<file path="config.mk">
export PLATFORM = sky130hd
export DESIGN_NAME = mssu_div
export DESIGN_NICKNAME = d
export VERILOG_FILES = /design/src/mssu_pkg.sv /design/src/mssu_div.sv
export SDC_FILE = /design/constraint.sdc
export NUM_CORES = 1
export LEC_CHECK = 0
export ABC_AREA = 1
export BUFFER_PORTS_ARGS = -buffer_cell sky130_fd_sc_hd__buf_2
export CAP_MARGIN = 10
export CORE_UTILIZATION = 30
export CTS_CLUSTER_SIZE = 20
export DETAILED_ROUTE_END_ITERATION = 10
export PLACE_DENSITY_LB_ADDON = 0.15
export SLEW_MARGIN = 20
export SYNTH_ARGS = -nofsm -noshare
export SYNTH_HDL_FRONTEND = slang
export SYNTH_SLANG_ARGS = --single-unit
</file>
<file path="constraint.sdc">
create_clock -name clk -period 3.24 [get_ports clk]
set_input_delay 0.648 -clock clk [delete_from_list [all_inputs] [get_ports clk]]
set_output_delay 0.648 -clock clk [all_outputs]
set_load 0.1 [all_outputs]
</file>
<file path="src/mssu_pkg.sv">
`default_nettype none
// -----------------------------------------------------------------------------
// mssu_pkg
// Shared types, opcodes and sizes for the integer-subset instruction step unit.
// -----------------------------------------------------------------------------
package mssu_pkg;

	localparam int MEM_WORD_ADDR_BITS_DEF = 18;
	localparam int NUM_REGS               = 16;
	localparam int REG_BITS               = 4;
	localparam int XLEN                   = 32;
	localparam int PC_BITS                = 20;
	localparam int IN_ADDR_BITS           = 18;

	// request kinds
	localparam logic [1:0] REQ_LOAD = 2'd0;
	localparam logic [1:0] REQ_STEP = 2'd1;
	localparam logic [1:0] REQ_READ = 2'd2;

	// primary opcodes
	localparam logic [5:0] OP_SPECIAL = 6'h00;
	localparam logic [5:0] OP_REGIMM  = 6'h01;
	localparam logic [5:0] OP_J       = 6'h02;
	localparam logic [5:0] OP_BEQ     = 6'h04;
	localparam logic [5:0] OP_BNE     = 6'h05;
	localparam logic [5:0] OP_BGTZ    = 6'h07;
	localparam logic [5:0] OP_ADDI    = 6'h08;
	localparam logic [5:0] OP_SLTI    = 6'h0A;
	localparam logic [5:0] OP_ANDI    = 6'h0C;
	localparam logic [5:0] OP_ORI     = 6'h0D;
	localparam logic [5:0] OP_LUI     = 6'h0F;
	localparam logic [5:0] OP_LB      = 6'h20;
	localparam logic [5:0] OP_LW      = 6'h23;
	localparam logic [5:0] OP_SB      = 6'h28;
	localparam logic [5:0] OP_SW      = 6'h2B;

	// function codes of the special opcode
	localparam logic [5:0] FN_SLL  = 6'h00;
	localparam logic [5:0] FN_SRL  = 6'h02;
	localparam logic [5:0] FN_MULT = 6'h18;
	localparam logic [5:0] FN_DIV  = 6'h1A;
	localparam logic [5:0] FN_ADD  = 6'h20;
	localparam logic [5:0] FN_SUB  = 6'h22;
	localparam logic [5:0] FN_AND  = 6'h24;
	localparam logic [5:0] FN_OR   = 6'h25;
	localparam logic [5:0] FN_XOR  = 6'h26;
	localparam logic [5:0] FN_SLT  = 6'h2A;

	localparam logic [4:0] RT_BGEZ = 5'd1;

	localparam logic [REG_BITS-1:0] REG_HI = 4'd10;
	localparam logic [REG_BITS-1:0] REG_LO = 4'd11;

	typedef struct packed {
		logic en;
		logic we;
	} mem_ctl_t;

	typedef struct packed {
		logic                en;
		logic [REG_BITS-1:0] addr;
		logic [XLEN-1:0]     data;
	} rf_wr_t;

	typedef struct packed {
		logic            start;
		logic [XLEN-1:0] dividend;
		logic [XLEN-1:0] divisor;
	} div_req_t;

endpackage
`default_nettype wire

</file>
<file path="src/mssu_div.sv">
`default_nettype none
// -----------------------------------------------------------------------------
// mssu_div
// Signed 32-bit divider, restoring, one quotient bit per cycle.
// -----------------------------------------------------------------------------
module mssu_div (
	input  wire                        clk,
	input  wire                        arst_n,
	input  mssu_pkg::div_req_t         req,
	output logic                       done,
	output logic [mssu_pkg::XLEN-1:0]  quotient,
	output logic [mssu_pkg::XLEN-1:0]  remainder
);
	import mssu_pkg::*;

	logic [XLEN-1:0] dvd_q, dsr_q, rem_q;
	logic [5:0]      cnt_q;
	logic            run_q, done_q, qneg_q, rneg_q;
	logic [XLEN:0]   trial;

	assign trial = {rem_q, dvd_q[XLEN-1]} - {1'b0, dsr_q};

	always_ff @(posedge clk or negedge arst_n) begin
		if (!arst_n) begin
			run_q  <= 1'b0;
			done_q <= 1'b0;
			cnt_q  <= '0;
		end else begin
			done_q <= 1'b0;
			if (req.start) begin
				run_q <= 1'b1;
				cnt_q <= 6'(XLEN);
			end else if (run_q) begin
				cnt_q <= cnt_q - 1'b1;
				if (cnt_q == 6'd1) begin
					run_q  <= 1'b0;
					done_q <= 1'b1;
				end
			end
		end
	end

	// quotient bits shift into the dividend register
	always_ff @(posedge clk) begin
		if (req.start) begin
			qneg_q <= req.dividend[XLEN-1] ^ req.divisor[XLEN-1];
			rneg_q <= req.dividend[XLEN-1];
			dvd_q  <= req.dividend[XLEN-1] ? (~req.dividend + 1'b1) : req.dividend;
			dsr_q  <= req.divisor[XLEN-1] ? (~req.divisor + 1'b1) : req.divisor;
			rem_q  <= '0;
		end else if (run_q) begin
			if (!trial[XLEN]) begin
				rem_q <= trial[XLEN-1:0];
				dvd_q <= {dvd_q[XLEN-2:0], 1'b1};
			end else begin
				rem_q <= {rem_q[XLEN-2:0], dvd_q[XLEN-1]};
				dvd_q <= {dvd_q[XLEN-2:0], 1'b0};
			end
		end
	end

	assign done      = done_q;
	assign quotient  = qneg_q ? (~dvd_q + 1'b1) : dvd_q;
	assign remainder = rneg_q ? (~rem_q + 1'b1) : rem_q;

endmodule
`default_nettype wire

</file>
==> metrics.md <==
| Metric | Value |
|---|---|
| WP data required | `2.59 ns` |
| Slew headroom | `0.628` |
| Area share of the largest cell type after synthesis | `0.200` |
| Routed vias/inst | `4.60` |
| CTS tree | `built` |
| Top_reg_cell synth | `edfxtp_1` |
| Clk root buf | `clkbuf_16` |
| Crit path DAT | `2.52 ns` |
| Design Area, Final | `12300 µm²` |
| Die Ht | `184 µm` |
| Rows | `66` |
| CP max stage cell | `buf_2` |
| Syn nets | `1697` |
| CP Launch Type | `flop` |
| Critical Path, Cell by Cell | `inv_2, buf_4, nand3_1, nor2_1, nand4_1, nor2_2, nor2_1, xor2_1, buf_2` |
| First-pass GRT wire length | `52200 µm` |
| Die X | `184 µm` |
| Seq/Total Area, Yosys | `0.283` |
| Antenna violations before repair | `10` |
| Slowest stage delay, CP | `0.47 ns` |
| Family with the most delay on the worst path | `simple AND/OR/NAND/NOR gates` |
| Ports | `132` |
| CP Buf/Inv Count | `3` |
| Status | `completed` |
| Layout fillers | `3546` |
| Seq cells post-synth | `106` |
| Hold WS | `0.106 ns` |
| GPL Wtd Cong | `0.915` |
| Fmax | `316 MHz` |
| Gate Count Post-Synth | `1591` |
| Post-DP HPWL | `26700 µm` |
| Setup Skew | `0.0126 ns` |
| Final min period | `3.16 ns` |
| HP Class | `primary input to async pin` |
| Final period utilization | `0.976` |
| Cell Count, Final, Fillers Out | `2183` |
| Core Region | `32600 µm²` |
| Total die area | `34000 µm²` |
| Syn Area/Cell | `6.27 µm²` |
| Synth async-reset ratio | `0.0755` |
| Power density over the cells | `556 nW/µm²` |
| H-tree Lvls | `3` |
| Kind of critical path | `flop to output pin` |
| Cell with the most instances after synthesis | `nand2_1` |
| Clock buffer count from CTS | `9` |
| CP endpoint kind | `output pin` |
| Starting Density | `0.306` |
| Synthesized cell area | `9980 µm²` |
| Routed wire length | `32500 µm` |
| Total Routing Usage GR | `0.199` |
| Via count | `10000` |
| Final #Nets | `1836` |
| Syn. warnings | `0` |
| Routed length per placed instance | `14.9 µm` |
| Initial DRC Count | `519` |
| Max Transition Viols Final | `0` |
| Max FO, Critical Path | `3` |
| RSZ-0062 raised after global routing | `yes` |
| Worst-Skew Late Latency | `0.37 ns` |
| Critical Path Most Common Cell | `nor2_1` |
| Post-synth EDFFs | `66` |
| Most frequent cells after synthesis | `nand2_1 (533), inv_1 (276), nor2_1 (135), nand3_1 (108), xor2_1 (84)` |
| CTS max path bufs | `2` |
| Leak Pwr | `6.40 nW` |
| Remaining antenna violation count | `0` |
| Setup-failing EPs final | `0` |
| Detailed-route DRC error count | `0` |
| Share of cells above drive strength 1 | `0.151` |
| GRT overflow | `0` |
| Drt first pass iters | `8` |
| I/O Buffers | `131` |
| Reg clk slew, reported paths | `0.08 ns` |
| R2R Setup Slk | `0.42 ns` |
| VDD IR max | `671 µV` |
| Synth cell types | `44` |
| Top area cells in the synthesized netlist | `nand2_1 (20%), edfxtp_1 (20%), inv_1 (10%)` |
| Worst-margin pin slew | `0.553 ns` |
| Clock net sink count | `106` |
| Max-cap violations | `0` |
| Final hold vios | `0` |
| Vias in the first global route | `10100` |
| Placed standard-cell area | `11700 µm²` |
| Yosys top cell by area | `nand2_1` |
| Placed insts | `2150` |
| Largest net degree at the start of global routing | `46` |
| Area grow syn2layout | `23.0%` |
==> stage by stage <==
step / utilization / setup WS (ns) / setup TNS [ns] / total power, mW
3_5_place_dp: 0.359 / 0.215 / 0 / 5.53
3_3_place_gp: 0.359 / 0.257 / 0 / 5.53
4_1_cts: 0.371 / -0.00484 / -0.00484 / 6.77
6_report: 0.376 / 0.0767 / 0 / 6.83
2_1_floorplan: - / -0.0201 / -0.0229 / 4.52
5_1_grt: 0.376 / -0.0892 / -0.278 / 7.14
==> kinds of logic (layout without fill, tap and decap cells) <==
group	Yosys count	in the layout	synth area share
compound gates	127	127	0.0697
buf+inv	322	466	0.125
other cells	0	6	0
flops	106	106	0.283
fa+ha+maj	39	39	0.0496
simple gates	883	883	0.373
xor+xnor	114	114	0.100
==> per-layer routing <==
| layer | part of all wire | vias to the layer above | wire length (µm) | GRT usage |
|---|---|---|---|---|
| li1 | - | 5228 | - | - |
| met1 | 0.44 | 4569 | 14200 | 0.238 |
| met2 | 0.50 | 198 | 16200 | 0.360 |
| met3 | 0.038 | 45 | 1250 | 0.0275 |
| met4 | 0.025 | 8 | 814 | 0.0713 |
| met5 | 0.0012 | - | 39 | 0 |
==> cells in the final DEF (no fill, tap or decap), drive strengths merged, types with 39 or more instances in the layout <==
cell and n:
inv 288, o21ai 68, nor3 39, buf 154, nand3 109, nor2 140
a21oi 40, nand2 539, edfxtp 66, xor2 84
==> report_power, final <==
part,internal [mW],switching [mW]
Sequential,1.59,0.112
Clock,0.607,0.575
Combinational,1.02,2.93
Total,3.22,3.61
==> final timing paths <==
| kind | startpoint | cells past startpoint | end |
|---|---|---|---|
| min in group clk | req[0] | 1 | dsr_q[0]$_DFFE_PP_ |
| setup reg to reg | dvd_q[31]$_DFFE_PP_ | 17 | rem_q[12]$_SDFFE_PP0P_ |
| setup / recovery | dvd_q[0]$_DFFE_PP_ | 9 | quotient[19] |
| max in group asynchronous | arst_n | 1 | run_q$_DFF_PN0_ |
| hold / removal | arst_n | 1 | cnt_q[1]$_DFFE_PN0P_ |
| hold reg to reg | cnt_q[4]$_DFFE_PN0P_ | 1 | cnt_q[4]$_DFFE_PN0P_ |
==> layout make-up <==
class	instances	area [µm²]	area share
Multi-Input combinational cell	1163	6230	0.507
Timing Repair Buffer	160	1270	0.103
Clock inverter	7	75.1	0.00611
Inverter	290	1090	0.0887
Antenna cell	6	15.0	0.00122
Clock buffer	9	225	0.0183
Sequential cell	106	2820	0.230
Tap cell	442	553	0.0450
==> what timing repair did <==
action / 4_1_cts / 5_1_grt
setup endpoints to repair: 15 / 24
hold endpoints to repair: 0 / 0
pin swaps: 2 / 12
resized for setup: 21 / 33
buffers inserted: 5 / 6
hold buffers: 0 / 0
==> sequential cells by signal, indices dropped and copies added (netlist names) <==
name	count
cnt_q	6
rneg_q	1
run_q	1
rem_q	32
dvd_q	32
qneg_q	1
done	1
dsr_q	32
==> worst register-to-register path: stages, from the launching register on <==
cell	delay, ns
edfxtp_1	0.33
inv_1	0.09
ha_1	0.25
fa_1	0.41
inv_2	0.10
nand2_1	0.07
nand2_1	0.12
nand3_1	0.09
nand2_1	0.12
nand2_1	0.07
nand2_1	0.15
nand2_2	0.12
nand2_4	0.09
nand2_2	0.06
nand2_4	0.34
nand2_1	0.11
nand3_1	0.11
nand2_1	0.06
Note: power is estimated with default switching activity, not from simulation.
