File: src/mssu_pkg.sv
`default_nettype none
// -----------------------------------------------------------------------------
// mssu_pkg
// Shared types, opcodes and sizes for the integer-subset instruction step unit.
// -----------------------------------------------------------------------------
package mssu_pkg;

	localparam int MEM_WORD_ADDR_BITS_DEF = 18;
	localparam int NUM_REGS               = 16;
	localparam int REG_BITS               = 4;
	localparam int XLEN                   = 32;
	localparam int PC_BITS                = 20;
	localparam int IN_ADDR_BITS           = 18;

	// request kinds
	localparam logic [1:0] REQ_LOAD = 2'd0;
	localparam logic [1:0] REQ_STEP = 2'd1;
	localparam logic [1:0] REQ_READ = 2'd2;

	// primary opcodes
	localparam logic [5:0] OP_SPECIAL = 6'h00;
	localparam logic [5:0] OP_REGIMM  = 6'h01;
	localparam logic [5:0] OP_J       = 6'h02;
	localparam logic [5:0] OP_BEQ     = 6'h04;
	localparam logic [5:0] OP_BNE     = 6'h05;
	localparam logic [5:0] OP_BGTZ    = 6'h07;
	localparam logic [5:0] OP_ADDI    = 6'h08;
	localparam logic [5:0] OP_SLTI    = 6'h0A;
	localparam logic [5:0] OP_ANDI    = 6'h0C;
	localparam logic [5:0] OP_ORI     = 6'h0D;
	localparam logic [5:0] OP_LUI     = 6'h0F;
	localparam logic [5:0] OP_LB      = 6'h20;
	localparam logic [5:0] OP_LW      = 6'h23;
	localparam logic [5:0] OP_SB      = 6'h28;
	localparam logic [5:0] OP_SW      = 6'h2B;

	// function codes of the special opcode
	localparam logic [5:0] FN_SLL  = 6'h00;
	localparam logic [5:0] FN_SRL  = 6'h02;
	localparam logic [5:0] FN_MULT = 6'h18;
	localparam logic [5:0] FN_DIV  = 6'h1A;
	localparam logic [5:0] FN_ADD  = 6'h20;
	localparam logic [5:0] FN_SUB  = 6'h22;
	localparam logic [5:0] FN_AND  = 6'h24;
	localparam logic [5:0] FN_OR   = 6'h25;
	localparam logic [5:0] FN_XOR  = 6'h26;
	localparam logic [5:0] FN_SLT  = 6'h2A;

	localparam logic [4:0] RT_BGEZ = 5'd1;

	localparam logic [REG_BITS-1:0] REG_HI = 4'd10;
	localparam logic [REG_BITS-1:0] REG_LO = 4'd11;

	typedef struct packed {
		logic en;
		logic we;
	} mem_ctl_t;

	typedef struct packed {
		logic                en;
		logic [REG_BITS-1:0] addr;
		logic [XLEN-1:0]     data;
	} rf_wr_t;

	typedef struct packed {
		logic            start;
		logic [XLEN-1:0] dividend;
		logic [XLEN-1:0] divisor;
	} div_req_t;

endpackage
`default_nettype wire

File: src/mssu_regfile.sv
`default_nettype none
// -----------------------------------------------------------------------------
// mssu_regfile
// Sixteen-word register file, two registered read ports, one write port.
// -----------------------------------------------------------------------------
module mssu_regfile (
	input  wire                            clk,
	input  wire                            arst_n,
	input  wire  [mssu_pkg::REG_BITS-1:0]  ra,
	input  wire  [mssu_pkg::REG_BITS-1:0]  rb,
	output logic [mssu_pkg::XLEN-1:0]      rdata_a,
	output logic [mssu_pkg::XLEN-1:0]      rdata_b,
	input  mssu_pkg::rf_wr_t               wr
);
	import mssu_pkg::*;

	logic [XLEN-1:0]     regs [NUM_REGS];
	logic [NUM_REGS-1:0] valid_q;

	// an entry never written reads as zero
	always_ff @(posedge clk or negedge arst_n) begin
		if (!arst_n) begin
			valid_q <= '0;
		end else if (wr.en) begin
			valid_q[wr.addr] <= 1'b1;
		end
	end

	always_ff @(posedge clk) begin
		if (wr.en) begin
			regs[wr.addr] <= wr.data;
		end
		rdata_a <= valid_q[ra] ? regs[ra] : '0;
		rdata_b <= valid_q[rb] ? regs[rb] : '0;
	end

endmodule
`default_nettype wire

File: config.mk
export PLATFORM = sky130hd
export DESIGN_NAME = mssu_regfile
export DESIGN_NICKNAME = d
export VERILOG_FILES = /design/src/mssu_pkg.sv /design/src/mssu_regfile.sv
export SDC_FILE = /design/constraint.sdc
export NUM_CORES = 1
export LEC_CHECK = 0
export ABC_AREA = 1
export ABC_CLOCK_PERIOD_IN_PS = 3400
export BUFFER_PORTS_ARGS = -buffer_cell sky130_fd_sc_hd__buf_4
export CORE_UTILIZATION = 45
export DETAILED_ROUTE_END_ITERATION = 10
export PLACE_DENSITY_LB_ADDON = 0.15
export SYNTH_ARGS = -nofsm -noshare
export SYNTH_HDL_FRONTEND = slang
export SYNTH_SLANG_ARGS = --single-unit
File: constraint.sdc
create_clock -name clk -period 3.4 [get_ports clk]
set_input_delay 0.17 -clock clk [delete_from_list [all_inputs] [get_ports clk]]
set_output_delay 0.17 -clock clk [all_outputs]
set_load 0.05 [all_outputs]
==> results of run 1 <==
## registers in the layout, summed over array words and instances (netlist names)
register and flops:
valid_q 16, regs 512, rdata_a 32, rdata_b 32
## how the worst max path moves through the flow
stage               startpoint          end  slack (ns)  depth (start not counted)
detailed placement       rb[2]  rdata_b[17]        0.96                          8
global route             rb[2]  rdata_b[24]        1.44                          8
global placement         rb[2]  rdata_b[17]        1.02                          8
CTS                      rb[2]  rdata_b[17]        1.55                          8
floorplan               wr[33]   regs[0][0]        1.19                          3
finish                   rb[2]  rdata_b[24]        1.51                          8
## final cells by class
cell class                      instances  area share
Tap cell                              855      0.0318
Sequential cell                       592       0.507
Timing Repair Buffer                  193      0.0511
Inverter                              604      0.0682
Multi-Input combinational cell       2150       0.279
Clock buffer                           95      0.0567
Clock inverter                         30     0.00643
## per-stage QoR
step	cells	instance area, sq um	worst slack [ns]
after global placement	4360	31200	1.02
after CTS	4519	33600	1.55
after global routing	4519	33600	1.44
after detailed placement	4360	31200	0.959
after floorplan	3568	29700	1.19
final	4519	33600	1.51
## power breakdown
part	leakage, nW	internal [mW]	switching, mW	total (mW)
clock network	1.04	4.08	3.00	7.08
logic	9.05	0.577	1.54	2.12
registers	5.30	8.11	0.0658	8.17
## layer usage
metal / up-vias / global-route usage
li1: 11500 / -
met5: - / 0
met2: 1128 / 0.456
met1: 11600 / 0.383
met4: 0 / 0.0998
met3: 170 / 0.0319
## worst max-delay path: stages
cell and delay, ns:
buf_4 0.34, clkinv_2 0.58, nand3_1 0.26, nand3_1 0.10
nand2_2 0.49, buf_12 0.27, nand2_1 0.07, inv_1 0.06
## layout by cell type (no fill, tap or decap), drive strengths merged
cell	synthesis	layout
buf	170	159
bufinv	0	2
clkbuf	52	95
clkinv	0	27
clkinvlp	0	1
dfrtp	16	16
dfxtp	64	64
dlygate4sd3	0	34
edfxtp	512	512
inv	604	604
nand2	1190	1190
nand3	928	928
nor2	16	16
o21ai	16	16
## kinds of logic after synthesis
group | share of synthesized area
buffers and inverters | 0.113
AO/OA/AOI/OAI | 0.00270
AND/OR/NAND/NOR | 0.309
flip-flops | 0.575
## synthesized netlist by cell type (all sizes together)
library cell,instances,area [sq um]
buf,170,885
clkbuf,52,195
dfrtp,16,400
dfxtp,64,1280
edfxtp,512,15400
inv,604,2270
nand2,1190,4470
nand3,928,4640
nor2,16,60.1
o21ai,16,80.1
## repair_timing
action	CTS	global route
hold buffers	34	0
hold endpoints to repair	528	0
gates resized for setup	0	0
buffers inserted	0	0
==> metrics.txt, run 1 <==
status finished clean; setup TNS 0 ns; Post-Syn Nets 3615; clock tree buffer depth 3; io pins 111; origin of the critical flop-to-flop path valid_q[6]; number of global-route vias before repair 23100; DIE WIDTH 259 um; Worst setup SP type input port; routed wl met3 7430 um; root buffer cell clkbuf_16; Die Y 259 um; Total GRT Usage 0.279; first-pass GRT wire length 141000 um; # setup viols final 0; post-route ant nets 0; leakage between 15 and 20 nW; depth of the worst register-to-register path 9; hold crit path type input port to flop; endpoints failing hold 0; GPL Wtd Cong 0.784; die area 66900 sq um; end of the worst hold path rdata_b[30]; power density over cell area 516 nW/um^2; Final Routed Wirelength 92900 um; footprint of the multi-input gates 9380 sq um; Nets 3656; Worst Skew around 0.018 ns; Worst Path Arrival 2.44 ns; core footprint 64800 sq um; max capacitance violation total 0; post-detail-place hpwl 46200 um; Sequential cell area 17100 sq um; Critical Path Sink Type flop; ant diodes 0; Slew @ Worst Pin 1.07 ns; Fin Hold WS 0.0834 ns; # DRC 0; Via density around 5.4; Initial Util 0.458; DRT Pass-1 Iters 6; share of layout cells above drive strength 1 0.0756; TritonCTS Buffers 68; Slew Viols, Final 0; Synth cell types 14; DRT met1 WL between 30000 and 40000 um; row count 93; post-synthesis sequential area ratio 0.575; Synth Instances between 3000 and 4000; Fillers 6020; min Tclk post-route 1.89 ns; maximum vdd drop approximately 0.34 mV; largest net degree at the start of global routing 169; Hold Crit Depth 5; Iter 0 DRT Violations 2709; vias between 20000 and 25000; Reg-to-Reg End rdata_a[16]; Hold Startpoint rb[3]; flop-to-flop setup slack 1.56 ns; Synth warnings 0; Max FO, Critical Path 25; max layer used met4; Core Util, Final 0.519; Overall Power 17.4 mW; Worst Setup Path Type input port to flop; gr ovfl total 0; worst-skew pair later-pin latency 0.62 ns; PortBufs between 100 and 150; flops & latches, synth just under 600; area grow syn2layout 13.4%; Rel. slew slack 0.287; FMAX between 500 and 600 MHz; cell area after synthesis 29700 sq um; CTS clock-pin slew for the worst setup and hold paths 0.06 ns; fin crit share 0.556; clk sink count 592; Req. time, crit path 3.95 ns; CTS tree built; routed wl met2 43800 um; initial antenna violation count 1; drt wl/cell 20.6 um; CTS H-tree depth 3; syn avg cell area between 8 and 9 sq um; RSZ-0062 raised after global routing false
Note: power is estimated with default switching activity, not from simulation.
==> inputs of run 2 (changes only) <==
--- a/config.mk
+++ b/config.mk
@@ -6,7 +6,7 @@
 export NUM_CORES = 1
 export LEC_CHECK = 0
 export ABC_AREA = 1
-export ABC_CLOCK_PERIOD_IN_PS = 3400
+export ABC_CLOCK_PERIOD_IN_PS = 1500
 export BUFFER_PORTS_ARGS = -buffer_cell sky130_fd_sc_hd__buf_4
 export CORE_UTILIZATION = 45
 export DETAILED_ROUTE_END_ITERATION = 10
==> constraint.sdc (replaced) <==
create_clock -name clk -period 1.5 [get_ports clk]
set_input_delay 0.075 -clock clk [delete_from_list [all_inputs] [get_ports clk]]
set_output_delay 0.075 -clock clk [all_outputs]
set_load 0.05 [all_outputs]
==> run 2 against run 1 <==
Clock power up 140%. Cell count up 2.2%. Wire length up 0.94%. Sequential share of layout area down 2.6 points. Register-to-register slack worse by 1.4 ns. Count of clock-buffer cells in the layout down 7. Via count up 0.50%. Design area up 5.4%. Core utilization up 2.8 points. Critical path type unchanged. Largest cell class unchanged.
==> metrics.txt, run 2 (synthesized netlist as in run 1, its figures left out) <==
worst-skew pair later-pin latency 0.62 ns (about the same); GPL Wtd Cong 0.846 (+8.0%); gr ovfl total 0 (unchanged); status finished clean; Slew @ Worst Pin 0.778 ns (-0.292 ns); Rel. slew slack 0.480 (+0.193); Finished Cell Area 35400 sq um (+5.4%); Fin Hold WS 0.120 ns (+0.0363 ns); root buffer cell clkbuf_16; Fillers 5804 (-3.6%); Total GRT Usage 0.282 (+0.00299); vias 24500 (+0.50%); Max FO, Critical Path 7 (-72%); Worst Skew 0.0300 ns (+0.0124 ns); most common cell after layout, fill and taps aside nand2_1; Layout Cells excl Fill 4618 (+2.2%); maximum vdd drop 0.922 mV (+180%); FMAX 723 MHz; setup ws final 0.117 ns (-1.39 ns); Critical Path Sink Type flop; Worst path most repeated cell dlygate4sd3_1; CTS clock-pin slew for the worst setup and hold paths 0.06 ns (about the same); max FFs per register 512 (unchanged); DIE WIDTH 259 um (unchanged); dpl cells 4448 (+2.0%); slowest CP cell dlygate4sd3_1; setup TNS 0 ns (unchanged); Slew Viols, Final 0 (unchanged); Biggest register regs; flop-to-flop setup slack 0.15 ns (-1.41 ns); Worst Path Arrival 1.90 ns (-0.54 ns); post-place instance area 32800 sq um (+5.2%); Core Util, Final 0.547 (+0.0278); max capacitance violation total 0 (unchanged); io pins 111 (unchanged); drt wl/cell 20.3 um (-1.2%); RSZ-0062 raised after global routing false; Worst setup SP type input port; post-detail-place hpwl 54200 um (+17%); CTS H-tree depth 3 (unchanged); # DRC 0 (unchanged); Nets 3754 (+2.7%); hold crit path type input port to flop; # setup viols final 0 (unchanged); leakage 16.2 nW (+5.4%); PortBufs 110 (unchanged); crit-path cells dlygate4sd3_1 > buf_4 > inv_1 > nand3_1 > buf_12 > dlygate4sd3_1 > o21ai_0; power density over cell area 1140 nW/um^2 (+120%); worst path bufs/invs 5 (+1); Final Routed Wirelength 93800 um (+0.94%); CTS tree built; first-pass GRT wire length 142000 um (+0.45%); min Tclk post-route around 1.4 ns; core footprint 64800 sq um (unchanged); fin crit share 0.922; TritonCTS Buffers 68 (unchanged); Post-CTS Repair Setup Buffers 0 (unchanged); row count 93 (unchanged); Initial Util 0.458 (unchanged); share of layout cells above drive strength 1 0.0986 (+0.0230); clock tree buffer depth 3 (unchanged); post-route ant nets 0 (unchanged); initial antenna violation count 1 (unchanged); clk sink count 592 (unchanged); endpoints failing hold 0 (unchanged); Die Y 259 um (unchanged); DRT Pass-1 Iters 6 (unchanged); max incr delay on CP 0.60 ns (+0.02 ns); number of global-route vias before repair 23800 (+2.8%); Req. time, crit path 2.02 ns (-1.93 ns); most frequent cells in the layout nand2_1, nand3_1, inv_1, edfxtp_1, buf_4; Worst Setup Path Type input port to flop; Iter 0 DRT Violations 2328 (-14%); area grow syn2layout 19.5%; DP Worst Slack 0.115 ns (-0.844 ns); CP delay by family, top buffers and inverters; Via density 5.30 (-1.7%); Overall Power 40.4 mW (+130%); largest net degree at the start of global routing 69 (-59%); die area 66900 sq um (unchanged); Largest regs regs (512), rdata_a (32), rdata_b (32)
-- run 2: area by class of cell --
cell class / instances / area [sq um] / share of cell area
clock buffer: 88 / 1860 / 0.0525
antenna: 1 / 2.50 / 0.0000706
tap: 855 / 1070 / 0.0302
timing repair buffer: 291 / 3430 / 0.0968
clock inverter: 37 / 353 / 0.00995
multi-input combinational: 2150 / 9380 / 0.265
sequential: 592 / 17100 / 0.481
inverter: 604 / 2290 / 0.0647
-- run 2: metal layers --
| layer | vias up | track usage | part of all wire |
|---|---|---|---|
| li1 | 11700 | - | - |
| met1 | 11500 | 0.358 | 0.41 |
| met2 | 1071 | 0.481 | 0.48 |
| met3 | 211 | 0.0444 | 0.073 |
| met4 | 0 | 0.112 | 0.034 |
| met5 | - | 0 | 0 |
-- run 2: worst min-delay path, delay by kind of cell --
kind	cells	cell delay (ns)
buffers and inverters	3	0.37
AND/OR/NAND/NOR	4	0.27
-- run 2: path summary, 6_finish.rpt --
check                                 start           to  cells past startpoint
worst max-delay path                 wr[32]   valid_q[8]                      7
worst min-delay path                  rb[2]   rdata_b[5]                      7
worst max register to register   valid_q[5]  rdata_a[31]                      9
worst min register to register  valid_q[12]  valid_q[12]                      2
max in group asynchronous            arst_n   valid_q[0]                      3
min in group asynchronous            arst_n  valid_q[14]                      3
-- run 2: where the power goes --
group          internal [mW]  switching, mW  leakage, nW
registers               18.4          0.165         5.30
logic                   1.65           3.54         9.83
clock network           9.82           6.86         1.09
-- run 2: repair_timing --
item | 4_1_cts | 5_1_grt
setup endpoints to repair | 0 | 0
hold buffers | 44 | 0
gates resized for setup | 0 | 0
endpoints found under the hold margin | 551 | 0
